<file path="config.mk">
export PLATFORM = sky130hd
export DESIGN_NAME = s20sc_fifo
export DESIGN_NICKNAME = d
export VERILOG_FILES = /design/src/hdl/s20sc_pkg.sv /design/src/hdl/s20sc_fifo.sv
export SDC_FILE = /design/constraint.sdc
export NUM_CORES = 1
export LEC_CHECK = 0
export ABC_CLOCK_PERIOD_IN_PS = 2700
export BUFFER_PORTS_ARGS = -buffer_cell sky130_fd_sc_hd__buf_4
export CORE_MARGIN = 10
export CORE_UTILIZATION = 55
export CTS_CLUSTER_DIAMETER = 150
export DETAILED_ROUTE_END_ITERATION = 10
export HOLD_SLACK_MARGIN = 0.1
export PLACE_DENSITY = 0.8
export SYNTH_ARGS = -nofsm -noshare
export SYNTH_HDL_FRONTEND = slang
export SYNTH_SLANG_ARGS = --single-unit
</file>
<file path="constraint.sdc">
create_clock -name clk -period 2.7 [get_ports clk]
set_input_delay 0.135 -clock clk [delete_from_list [all_inputs] [get_ports clk]]
set_output_delay 0.135 -clock clk [all_outputs]
set_load 0.03 [all_outputs]
</file>
<file path="src/hdl/s20sc_pkg.sv">
package s20sc_pkg;

	// input queue between front and back
	localparam int FIFO_DEPTH = 4;
	localparam int FIFO_AW = $clog2(FIFO_DEPTH);
	localparam int FIFO_CW = $clog2(FIFO_DEPTH + 1);

	// most beats in flight: full queue plus the output register
	localparam int PEND_MAX = FIFO_DEPTH + 1;
	localparam int PEND_W = $clog2(PEND_MAX + 1);

	// 10 double rounds, 4 quarter-round steps per round
	localparam int NUM_ROUND_STEPS = 80;
	localparam int STEP_W = $clog2(NUM_ROUND_STEPS);

	// state constants
	localparam logic [31:0] C_EXPA = 32'h61707865;
	localparam logic [31:0] C_ND3 = 32'h3320646e;
	localparam logic [31:0] C_ND1 = 32'h3120646e;
	localparam logic [31:0] C_2BY = 32'h79622d32;
	localparam logic [31:0] C_6BY = 32'h79622d36;
	localparam logic [31:0] C_TEK = 32'h6b206574;

	// register indexes
	localparam logic [2:0] CFG_KEY_MODE = 3'd0;
	localparam logic [2:0] CFG_KEY_0_7 = 3'd1;
	localparam logic [2:0] CFG_KEY_8_15 = 3'd2;
	localparam logic [2:0] CFG_KEY_16_23 = 3'd3;
	localparam logic [2:0] CFG_KEY_24_31 = 3'd4;
	localparam logic [2:0] CFG_NONCE = 3'd5;

	typedef logic [15:0][31:0] word_blk_t;

	typedef struct packed {
		logic [7:0] data;
		logic first;
	} item_t;

	typedef struct packed {
		logic start;
		logic wide;
		logic [3:0][63:0] key;
		logic [63:0] nonce;
		logic [63:0] counter;
	} gen_req_t;

	typedef struct packed {
		logic done;
	} gen_stat_t;

	// word indexes {a,b,c,d} of one quarter round; row selects row round
	function automatic logic [15:0] qr_lane(input logic row, input logic [1:0] lane);
		logic [3:0] a;
		logic [3:0] b;
		logic [3:0] c;
		logic [3:0] d;
		a = {lane, lane};
		if (row) begin
			b = {lane, lane + 2'd1};
			c = {lane, lane + 2'd2};
			d = {lane, lane + 2'd3};
		end else begin
			b = a + 4'd4;
			c = a + 4'd8;
			d = a + 4'd12;
		end
		return {a, b, c, d};
	endfunction

	// rotate left by the amount of the quarter-round step
	function automatic logic [31:0] step_rotl(input logic [31:0] v, input logic [1:0] phase);
		logic [31:0] r;
		unique case (phase)
			2'd0: r = {v[24:0], v[31:25]};
			2'd1: r = {v[22:0], v[31:23]};
			2'd2: r = {v[18:0], v[31:19]};
			default: r = {v[13:0], v[31:14]};
		endcase
		return r;
	endfunction

endpackage

</file>
<file path="src/hdl/s20sc_fifo.sv">
module s20sc_fifo import s20sc_pkg::*; (
	input logic clk,
	input logic arst_n,
	input logic push_valid,
	output logic push_ready,
	input item_t push_item,
	output logic head_valid,
	output item_t head_item,
	input logic pop
);

	item_t mem_q [FIFO_DEPTH];
	logic [FIFO_AW-1:0] wr_ptr_q;
	logic [FIFO_AW-1:0] rd_ptr_q;
	logic [FIFO_CW-1:0] count_q;
	logic do_push;
	logic do_pop;

	assign push_ready = count_q != FIFO_CW'(FIFO_DEPTH);
	assign head_valid = count_q != '0;
	assign head_item = mem_q[rd_ptr_q];
	assign do_push = push_valid && push_ready;
	assign do_pop = pop && head_valid;

	// storage
	always_ff @(posedge clk) begin
		if (do_push) begin
			mem_q[wr_ptr_q] <= push_item;
		end
	end

	// pointers and fill count
	always_ff @(posedge clk or negedge arst_n) begin
		if (!arst_n) begin
			wr_ptr_q <= '0;
			rd_ptr_q <= '0;
			count_q <= '0;
		end else begin
			if (do_push) begin
				wr_ptr_q <= wr_ptr_q + FIFO_AW'(1);
			end
			if (do_pop) begin
				rd_ptr_q <= rd_ptr_q + FIFO_AW'(1);
			end
			if (do_push && !do_pop) begin
				count_q <= count_q + FIFO_CW'(1);
			end else if (do_pop && !do_push) begin
				count_q <= count_q - FIFO_CW'(1);
			end
		end
	end

endmodule

</file>
Word level (Yosys, flattened, before mapping)
Memory sizes are Yosys's and may differ from the RTL's.
Cells that the tools add are included.
- $add $sub $neg: 4
- multiply operators: 0
- div/mod/pow operators: 0
- magnitude comparators: 0
- equal/unequal tests: 1
- shift operators: 0
- multiplexer cells: 4
- bitwise gates (word level): 0
- reduce and logical (&&, ||, !) cells: 8
- operator list (kind ; number):
    $mux W3 ; 2
    $add A2 B1 Y2 const B ; 2
    $logic_and A1 B1 Y1 ; 4
    $add A3 B1 Y3 const B ; 1
    $ne A3 B3 Y1 const B ; 1
    $reduce_bool A3 Y1 ; 1
    $sub A3 B1 Y3 const B ; 1
    $logic_not A1 Y1 ; 2
    $mux W1 ; 2
    $reduce_bool A2 Y1 ; 1
- register bits: 7
- bits in latches: 0
- memory bits (writable): 36
- memory bits (read-only): 0
- input port bits: 13
- output and inout bits: 11
- logic and storage cells: 21
- memories: 1
- memory list (memory ; words ; width ; read ports ; clocked after memory_dff ; write ports ; RTL line ; RTL):
    mem_q ; 4 ; 9 ; 1 ; 0 ; 1 ; s20sc_fifo.sv:12 ; item_t mem_q [FIFO_DEPTH];

Logic depth before layout (Yosys ltp)
Gate-level depths: netlist (run 1).
- word-level depth: 6
- depth in mapped cells: 8
- gate-level depth less buffers: 8

Worst setup path after synthesis (run 1)
Ideal clock, no wire load.
- path type: register to register
- start: reg count_q[2]
- end: reg count_q[2]
- setup time: 0.079 ns
- arrival time: 1.930 ns
- data required time: 2.621 ns
- slack: 0.691 ns
- stages on the path, launching flop included: 9
- buffers on the path: 0
- period minus slack after synthesis: 2.009 ns
- cell sequence: dfrtp_1 -> or3_4 -> nand2_4 -> ha_1 -> inv_1 -> fa_1 -> xor2_1 -> nor2_1 -> xor2_1
- longest elaborated chain between the ends: 5
- elaborated cells on any way between the ends: 13
- classes of those cells: add/sub: 2; eq/ne: 1; mux: 2; reduce/logical: 8
- RTL lines (item ; RTL line ; RTL):
    start, declared ; s20sc_fifo.sv:15 ; logic [FIFO_CW-1:0] count_q;
    start signal, assigned ; s20sc_fifo.sv:46 ; count_q <= count_q + FIFO_CW'(1);
    start signal, assigned ; s20sc_fifo.sv:48 ; count_q <= count_q - FIFO_CW'(1);
    $reduce_bool A3 Y1 (*) ; s20sc_fifo.sv:20 ; assign head_valid = count_q != '0;
    named net head_valid ; s20sc_fifo.sv:7 ; output logic head_valid,
    $logic_and A1 B1 Y1 (*) ; s20sc_fifo.sv:23 ; assign do_pop = pop && head_valid;
    $logic_not A1 Y1 ; s20sc_fifo.sv:45 ; if (do_push && !do_pop) begin
    $logic_and A1 B1 Y1 ; s20sc_fifo.sv:45 ;
    $mux W3 / $reduce_bool A2 Y1 (equally long branches) ; -- ;
The timed path passes the listed nets; every way through them passes the cells marked *. The select of a mux whose other input is x is not followed.
A chain may end at the register's enable or synchronous reset.

==> metrics.yaml, run 1 <==
outcome: "finished, final reports clean"
timing.critical_path.from_type: "register"
final_core_util_pct: 69.5
p_switching_mw: 0.796
async_reset_ff_share_pct: 16.3
yosys_warnings: 0
synthCells: 82
highest_net_fanout_along_the_worst_path: 11
critPathTopFamily: "flip-flops"
postCtsSetupBuffers: 0
post_cts_resized: 0
peak_per_stage_delay_on_the_critical_path_ps: 780
syn_avg_cell_area_um2: 21.1
ys_seq_elements: 43
seq_power_share_pct: 47.1
synthDistinctLibCells: 19
antenna_found_initial: 0
cp_data_arrival_time_ps: 1930
vias: 847
die_w_um: 76.1
tightest_slew_ps: 660
rr_endpoint: "count_q[2]$_DFFE_PN0P_"
first_pass_iters: 4
total_negative_slack_ps: 0
cts_num_sinks: 43
globalplace.congestion: 0.644
post_route_clock_period_utilization_pct: 76.5
dr.first_iter.drc_count: 84
slew_headroom_pct: 56.0
worst-path-buf-inv: 1
setup-violations-final: 0
grt_pass1_vias: 890
htree_levels: 2
finalWirelength_um: 2880
share_of_cells_above_drive_strength_1_pct: 39.3
insertion_delay_ps: 340
die_area_um2: 5800
power.static_leakage_nw: 0.778
mappedNetlistNets: 101
fin_skew_ps: 4.24
final_cell_area_um2: 2100
track_usage_pct: 10.2
std_cell_rows: 20
max_clock_freq_mhz: 484
wl_per_cell_um: 17.3
synthTopCellsByArea: "edfxtp_1 62%, mux4_2 12%, dfrtp_1 10%"
yosys.area.top_type_share_pct: 62.4
ys_seq_area_share_pct: 72.5
global_route.overflow_total: 0
cts_inserted_buffers: 5
diodes: 0
place.port_buffers: 23
floorplan.core_area_um2: 3030
r2r_start: "count_q[0]$_DFFE_PN0P_"
crit_path_cell_trace: "mux4_2, buf_4"
starting_density_pct: 57.2
number_of_synthesized_flops_with_an_enable_pin: 36
pin_count_of_the_biggest_net_entering_global_routing: 13
final_cell_mix: "36 x edfxtp_1, 23 x buf_4, 11 x dlygate4sd3_1"
dp.final_hpwl_um: 2010
fin_ws_ps: 633
timing.critical_path.to_type: "output pin"
report.final.hold_viol_count: 0
ir_worst_vdd_v: 0.000632
period_minus_slack_ps: 2070
timing.critical_path.required_ps: 2570
finalMaxSlewViolations: 0
final_net_count: 140
final_common_cell: "edfxtp_1"
swShare_pct: 36.0
ioPinCount: 24
ctsLongestPathBuffers: 2
clock_power_share_pct: 13.0
grt_first_pass_wirelength_um: 4620
rr_worst_depth: 8
final_antenna_net_count: 0
tritoncts_clock_tree: "yes"
internal_power_mw: 1.42
flow.area_growth_from_synthesis_pct: 21.4
placed_area_um2: 1940
cell_accounting_for_the_most_synthesized_area: "edfxtp_1"
clock_tree.root_cell: "clkbuf_4"
setup.worst_path.class: "reg -> out"
yosys_most_used_dff: "edfxtp_1"
critical_path.slowest_cell: "dfrtp_1"
remaining_drc_errors: 0
min_path_type: "in -> async"
worst-r2r-setup-slack_ps: 660
max_cap_viol_count: 0
grt_setup_unrepaired: "no"
clkSlewWorstSetupHoldPaths_ps: 110
placement.setup.worst_slack_ps: 679
die-height_um: 76.1
viasPerCell: 5.10
pwr-share-comb_pct: 40.0
synthesis.area_um2: 1730
powerDensity_nw_per_um2: 1050
[layout make-up]
cell class / instances / area [um^2]
clock buffer: 7 / 45.0
tap: 44 / 55.1
inverter: 3 / 11.3
timing repair buffer: 34 / 283
sequential: 43 / 1260
fill: 205 / 923
multi-input combinational: 34 / 449
clock inverter: 1 / 5.00
[metrics by stage]
step	power, mW	cells	hold slack [ps]
6_report	2.21	166	138
5_1_grt	2.35	166	135
4_1_cts	2.25	166	112
3_5_place_dp	1.95	147	-45.6
3_3_place_gp	1.91	147	-48.1
2_1_floorplan	1.67	82	-161
[cells in the mapped netlist, types with 2 or more instances]
| master | n |
|---|---|
| inv_1 | 3 |
| nor2_1 | 2 |
| ha_1 | 5 |
| and2_2 | 4 |
| xnor2_1 | 4 |
| edfxtp_1 | 36 |
| dfrtp_1 | 7 |
| xor2_1 | 2 |
| mux4_2 | 9 |
[logic make-up (layout without fill, tap and decap cells)]
group                      Yosys count  count (layout)  synth area share (%)
adders and majority gates            6               6                  4.77
xor gates and xnor gates             6               6                  3.03
AOI/OAI and AO/OA                    1               1                 0.650
buffers and inverters                5              45                  1.59
DFF                                 43              43                  72.5
and+or+nand+nor                     10              10                  4.26
muxes                               11              11                  13.2
[worst max path at each step]
stage,end,from,slack [ps],depth (start not counted)
2_1_floorplan,count_q[2]$_DFFE_PN0P_,count_q[2]$_DFFE_PN0P_,690,8
3_3_place_gp,count_q[2]$_DFFE_PN0P_,count_q[2]$_DFFE_PN0P_,720,8
3_5_place_dp,count_q[2]$_DFFE_PN0P_,count_q[0]$_DFFE_PN0P_,680,8
4_1_cts,head_item[8],rd_ptr_q[0]$_DFFE_PN0P_,590,2
5_1_grt,head_item[8],rd_ptr_q[0]$_DFFE_PN0P_,520,2
6_report,head_item[8],rd_ptr_q[0]$_DFFE_PN0P_,630,2
[flip-flops by register name, summed over array words and instances, names as in the netlist]
register and cells:
count_q 3, rd_ptr_q 2, wr_ptr_q 2, mem_q 36
[what timing repair did]
action | CTS | global route
hold endpoints to repair | 45 | 0
hold buffers | 11 | 0
setup endpoints to repair | 0 | 0
[power groups by stage]
stage / clock network [mW] / logic (mW) / registers (mW)
2_1_floorplan: 0 / 0.701 / 0.969
3_3_place_gp: 0 / 0.856 / 1.05
3_5_place_dp: 0 / 0.887 / 1.06
4_1_cts: 0.300 / 0.902 / 1.05
5_1_grt: 0.331 / 0.949 / 1.07
6_report: 0.288 / 0.884 / 1.04
[routing by layer]
layer  part of all wire (%)  global-route usage, %
met3                    5.0                   4.01
met2                     52                   16.1
met5                      0                      0
met1                     41                   12.4
met4                    1.3                   3.90
(Power assumes the default switching activity.)
==> inputs of run 2 (changes only) <==
--- a/config.mk
+++ b/config.mk
@@ -5,14 +5,14 @@
 export SDC_FILE = /design/constraint.sdc
 export NUM_CORES = 1
 export LEC_CHECK = 0
-export ABC_CLOCK_PERIOD_IN_PS = 2700
+export ABC_CLOCK_PERIOD_IN_PS = 1700
 export BUFFER_PORTS_ARGS = -buffer_cell sky130_fd_sc_hd__buf_4
 export CORE_MARGIN = 10
-export CORE_UTILIZATION = 55
+export CORE_UTILIZATION = 50
 export CTS_CLUSTER_DIAMETER = 150
 export DETAILED_ROUTE_END_ITERATION = 10
 export HOLD_SLACK_MARGIN = 0.1
-export PLACE_DENSITY = 0.8
+export PLACE_DENSITY = 0.77
 export SYNTH_ARGS = -nofsm -noshare
 export SYNTH_HDL_FRONTEND = slang
 export SYNTH_SLANG_ARGS = --single-unit
==> constraint.sdc (replaced) <==
create_clock -name clk -period 1.7 [get_ports clk]
set_input_delay 0.085 -clock clk [delete_from_list [all_inputs] [get_ports clk]]
set_output_delay 0.085 -clock clk [all_outputs]
set_load 0.03 [all_outputs]
==> metrics.yaml, run 2 (synthesized netlist as in run 1, its figures left out) <==
outcome: "complete, but fails checks"
violations: "negative setup slack"
clock_tree.root_cell: "clkbuf_4"
ctsLongestPathBuffers: 2
globalplace.congestion: 0.716
finalWirelength_um: 3150
first_pass_iters: 2
final_cell_mix: "36 x edfxtp_1, 26 x buf_4, 12 x dlygate4sd3_1, 12 x buf_6, 9 x mux4_2"
finalPower_mw: 4.01
place.port_buffers: 23
ioPinCount: 24
max_cap_viol_count: 0
placement.setup.worst_slack_ps: -136
grt_setup_unrepaired: "yes"
flow.area_growth_from_synthesis_pct: 33.8
post_place_cells: 158
fin_skew_ps: 7.73
power.static_leakage_nw: 0.879
powerDensity_nw_per_um2: 1730
final_common_cell: "edfxtp_1"
fin_ws_ps: -168
crit_path_cell_trace: "or3_4, nand2_4, ha_4, inv_2, fa_2, xor2_1, nor2_1, xor2_1"
regMostFlops: "mem_q"
finalMaxSlewViolations: 0
track_usage_pct: 10.2
clkSlewWorstSetupHoldPaths_ps: 110
pin_count_of_the_biggest_net_entering_global_routing: 14
die-height_um: 78.9
cts_num_sinks: 43
tightest_slew_ps: 372
std_cell_rows: 21
min_path_type: "in -> reg"
floorplan.core_area_um2: 3340
largestRegisters: "mem_q (36), count_q (3)"
setup.worst_path.class: "reg -> reg"
final-instance-count-excl-fill: 184
flip_flop_count_of_the_largest_register_after_layout: 36
cts_inserted_buffers: 5
final_antenna_net_count: 0
highest_net_fanout_along_the_worst_path: 2
final_net_count: 156
antenna_found_initial: 0
share_of_cells_above_drive_strength_1_pct: 50.0
slew_headroom_pct: 75.1
vias: 907
die_w_um: 78.9
grt_pass1_vias: 961
timing.critical_path.required_ps: 1960
die_area_um2: 6220
diodes: 0
viasPerCell: 4.93
timing.critical_path.to_type: "register"
timing.critical_path.from_type: "register"
setup-violations-final: 2
dp.final_hpwl_um: 2020
total_negative_slack_ps: -293
global_route.overflow_total: 0
period_minus_slack_ps: 1870
report.final.hold_viol_count: 0
crit_top_cell: "xor2_1"
hold_ws_ps: 289
remaining_drc_errors: 0
cp_data_arrival_time_ps: 2130
post_route_clock_period_utilization_pct: 110
dr.first_iter.drc_count: 35
ir_worst_vdd_v: 0.000821
grt_first_pass_wirelength_um: 4700
insertion_delay_ps: 340
tritoncts_clock_tree: "yes"
wl_per_cell_um: 17.1
htree_levels: 2
peak_per_stage_delay_on_the_critical_path_ps: 410
max_clock_freq_mhz: 535
critical_path.slowest_cell: "or3_4"
starting_density_pct: 51.9
==> run 2: cell count changes in the layout (fill, tap and decap cells not counted), moves of 3 or more <==
cell / previous run / this run
and2_2: 4 / 0
buf_4: 23 / 26
buf_6: 0 / 12
and2_4: 0 / 4
==> run 2: stage by stage <==
step	utilization (%)	area, um^2
floorplan	-	1750
global placement	60.9	2030
detailed placement	60.9	2030
CTS	66.6	2220
global route	69.5	2320
finish	69.5	2320
==> run 2: area by class of cell <==
type                    count  area [um^2]
well taps                  46         57.6
multi-input cells          34          488
clock inverters             2         12.5
repair buffers             50          450
clock buffers               6         41.3
fillers                   225         1020
inverters                   3         11.3
flip-flops and latches     43         1260
==> run 2: critical path: cells and delay by family, from the launching register on <==
family | cells | cell delay [ps]
buffers and inverters | 1 | 30
DFF | 1 | 400
and+or+nand+nor | 3 | 610
xor gates and xnor gates | 2 | 310
adders and majority gates | 2 | 450
==> run 2: worst paths after layout <==
path,startpoint,cells past startpoint,endpoint,slack [ps]
worst max-delay path,count_q[0]$_DFFE_PN0P_,8,count_q[2]$_DFFE_PN0P_,-170
worst min-delay path,push_valid,4,count_q[0]$_DFFE_PN0P_,290
worst max register to register,count_q[0]$_DFFE_PN0P_,8,count_q[2]$_DFFE_PN0P_,-170
worst min register to register,wr_ptr_q[1]$_DFFE_PN0P_,1,wr_ptr_q[1]$_DFFE_PN0P_,610
max in group asynchronous,arst_n,3,rd_ptr_q[1]$_DFFE_PN0P_,710
min in group asynchronous,arst_n,3,rd_ptr_q[0]$_DFFE_PN0P_,710
==> run 2: layer usage <==
layer  wire, um  vias up  track usage (%)
li1           -      424                -
met1       1220      457             9.40
met2       1740       21             19.3
met3        160        5             4.28
met4         31        0             3.76
met5          0        -                0
==> run 2: power breakdown <==
part | total, mW | internal [mW] | switching [mW] | leakage [nW]
sequential | 1.57 | 1.43 | 0.145 | 0.410
combinational | 1.97 | 1.02 | 0.955 | 0.441
clock | 0.463 | 0.160 | 0.303 | 0.0282
==> run 2: timing repair <==
| item | in CTS | in global routing |
|---|---|---|
| setup buffers | 1 | 5 |
| hold endpoints to repair | 44 | 0 |
| resized for setup | 3 | 17 |
| setup endpoints to repair | 4 | 26 |
| pin swaps | 3 | 5 |
| hold buffers | 12 | 0 |
==> inputs of run 3 (changes only) <==
--- a/config.mk
+++ b/config.mk
@@ -7,7 +7,7 @@
 export LEC_CHECK = 0
 export ABC_CLOCK_PERIOD_IN_PS = 1700
 export BUFFER_PORTS_ARGS = -buffer_cell sky130_fd_sc_hd__buf_4
-export CORE_MARGIN = 10
+export CORE_MARGIN = 3
 export CORE_UTILIZATION = 50
 export CTS_CLUSTER_DIAMETER = 150
 export DETAILED_ROUTE_END_ITERATION = 10
==> metrics.yaml, run 3 (synthesized netlist as in run 1, its figures left out) <==
highest_net_fanout_along_the_worst_path: 2
timing.critical_path.from_type: "register"
powerDensity_nw_per_um2: 1710
clkSlewWorstSetupHoldPaths_ps: 120
track_usage_pct: 15.6
outcome: "complete, but fails checks"
layout.area.seq_um2: 1260
post_place_cells: 157
cp_data_arrival_time_ps: 2120
grt_pass1_vias: 964
total_negative_slack_ps: -257
critPathLaunch: "count_q[1]$_DFFE_PN0P_"
htree_levels: 2
tritoncts_clock_tree: "yes"
multiInputGateArea_um2: 470
regMostFlops: "mem_q"
slew_headroom_pct: 70.5
max_clock_freq_mhz: 541
largestRegisters: "mem_q (36), count_q (3)"
final_cell_mix: "36 x edfxtp_1, 27 x buf_4, 12 x dlygate4sd3_1"
final_net_count: 156
die_w_um: 64.9
setup.worst_path.class: "reg -> reg"
cts_inserted_buffers: 5
tightest_slew_ps: 443
die_area_um2: 4210
worst_setup_path_endpoint: "count_q[2]$_DFFE_PN0P_"
first_pass_iters: 4
cts_num_sinks: 43
ioPinCount: 24
vias: 891
setup-violations-final: 2
seq_power_share_pct: 39.9
insertion_delay_ps: 340
std_cell_rows: 20
fin_skew_ps: 8.63
final_antenna_net_count: 0
floorplan.core_area_um2: 3180
timing.critical_path.to_type: "register"
share_of_cells_above_drive_strength_1_pct: 48.6
global_route.overflow_total: 0
ir_worst_vdd_v: 0.000899
pin_count_of_the_biggest_net_entering_global_routing: 13
timing.critical_path.required_ps: 1970
worst-r2r-setup-slack_ps: -150
ctsLongestPathBuffers: 2
viasPerCell: 4.90
final_common_cell: "edfxtp_1"
swShare_pct: 34.2
clock_power_share_pct: 11.9
report.final.hold_viol_count: 0
flow.area_growth_from_synthesis_pct: 32.1
starting_density_pct: 54.5
p_switching_mw: 1.34
antenna_found_initial: 0
die-height_um: 64.9
final-instance-count-excl-fill: 182
clock_tree.root_cell: "clkbuf_4"
final_core_util_pct: 72.0
grt_first_pass_wirelength_um: 4620
internal_power_mw: 2.57
critical_path.slowest_cell: "or3_4"
max_cap_viol_count: 0
dp.final_hpwl_um: 1890
fin_ws_ps: -149
final.fill_count: 211
r2r_start: "count_q[1]$_DFFE_PN0P_"
grt_setup_unrepaired: "yes"
pwr-share-comb_pct: 48.2
dr.first_iter.drc_count: 33
rr_endpoint: "count_q[2]$_DFFE_PN0P_"
finalMaxSlewViolations: 0
flip_flop_count_of_the_largest_register_after_layout: 36
violations: "negative setup slack"
peak_per_stage_delay_on_the_critical_path_ps: 410
min_path_type: "in -> reg"
post_route_clock_period_utilization_pct: 109
diodes: 0
globalplace.congestion: 0.680
period_minus_slack_ps: 1850
place.port_buffers: 23
power.static_leakage_nw: 0.871
crit_top_cell: "xor2_1"
rr_worst_depth: 8
wl_per_cell_um: 15.7
remaining_drc_errors: 0
crit_path_cell_trace: "or3_4, nand2_4, ha_4, inv_2, fa_2, xor2_1, nor2_1, xor2_1"
finalWirelength_um: 2860
==> run 3: power by group through the flow <==
stage	combinational, mW	clock, mW	sequential, mW
2_1_floorplan	1.15	0	1.54
3_3_place_gp	1.63	0	1.57
6_report	1.88	0.467	1.56
4_1_cts	1.75	0.477	1.56
3_5_place_dp	1.67	0	1.59
5_1_grt	2.03	0.519	1.59
==> run 3: layout make-up <==
cell class,instances,share of cell area [%]
clock buffer,7,1.97
timing repair buffer,50,19.5
sequential,43,54.9
inverter,3,0.492
clock inverter,1,0.219
tap,44,2.40
multi-input combinational,34,20.5
==> run 3: timing repair <==
action,in CTS,in global routing
endpoints found under the setup margin,3,11
hold endpoints to repair,44,0
setup buffers,2,3
resized for setup,3,9
pin swaps,2,0
hold buffers,12,0
==> run 3: metrics by stage <==
stage               cell area [um^2]  total power [mW]  hold slack (ps)  setup WS [ps]
floorplan                       1750              2.70             -211           -221
global placement                2040              3.20            -98.2          -88.0
detailed placement              2040              3.26            -94.0           -140
CTS                             2230              3.79              315           -144
global route                    2290              4.13              316           -253
finish                          2290              3.91              316           -149
==> run 3: worst max-delay path, delay by kind of cell (launching register included) <==
kind	cells	cell delay [ps]
buf+inv	1	30
flops	1	400
xor+xnor	2	290
simple gates	3	600
fa+ha+maj	2	450
==> run 3: how the worst min path moves through the flow <==
stage | depth (start not counted) | endpoint | slack, ps | start
2_1_floorplan | 0 | count_q[0]$_DFFE_PN0P_ | -210 | arst_n
3_3_place_gp | 1 | count_q[0]$_DFFE_PN0P_ | -100 | arst_n
3_5_place_dp | 1 | count_q[0]$_DFFE_PN0P_ | -90 | arst_n
4_1_cts | 4 | wr_ptr_q[0]$_DFFE_PN0P_ | 320 | push_valid
5_1_grt | 4 | wr_ptr_q[0]$_DFFE_PN0P_ | 320 | push_valid
6_report | 4 | count_q[0]$_DFFE_PN0P_ | 320 | push_valid
==> run 3: layer usage <==
layer	global-route usage (%)	vias up	part of all wire, %	wire [um]
li1	-	423	-	-
met1	17.6	442	38	1090
met2	26.2	22	57	1610
met3	4.68	4	4.1	118
met4	8.71	0	1.2	35
met5	0	-	0	0
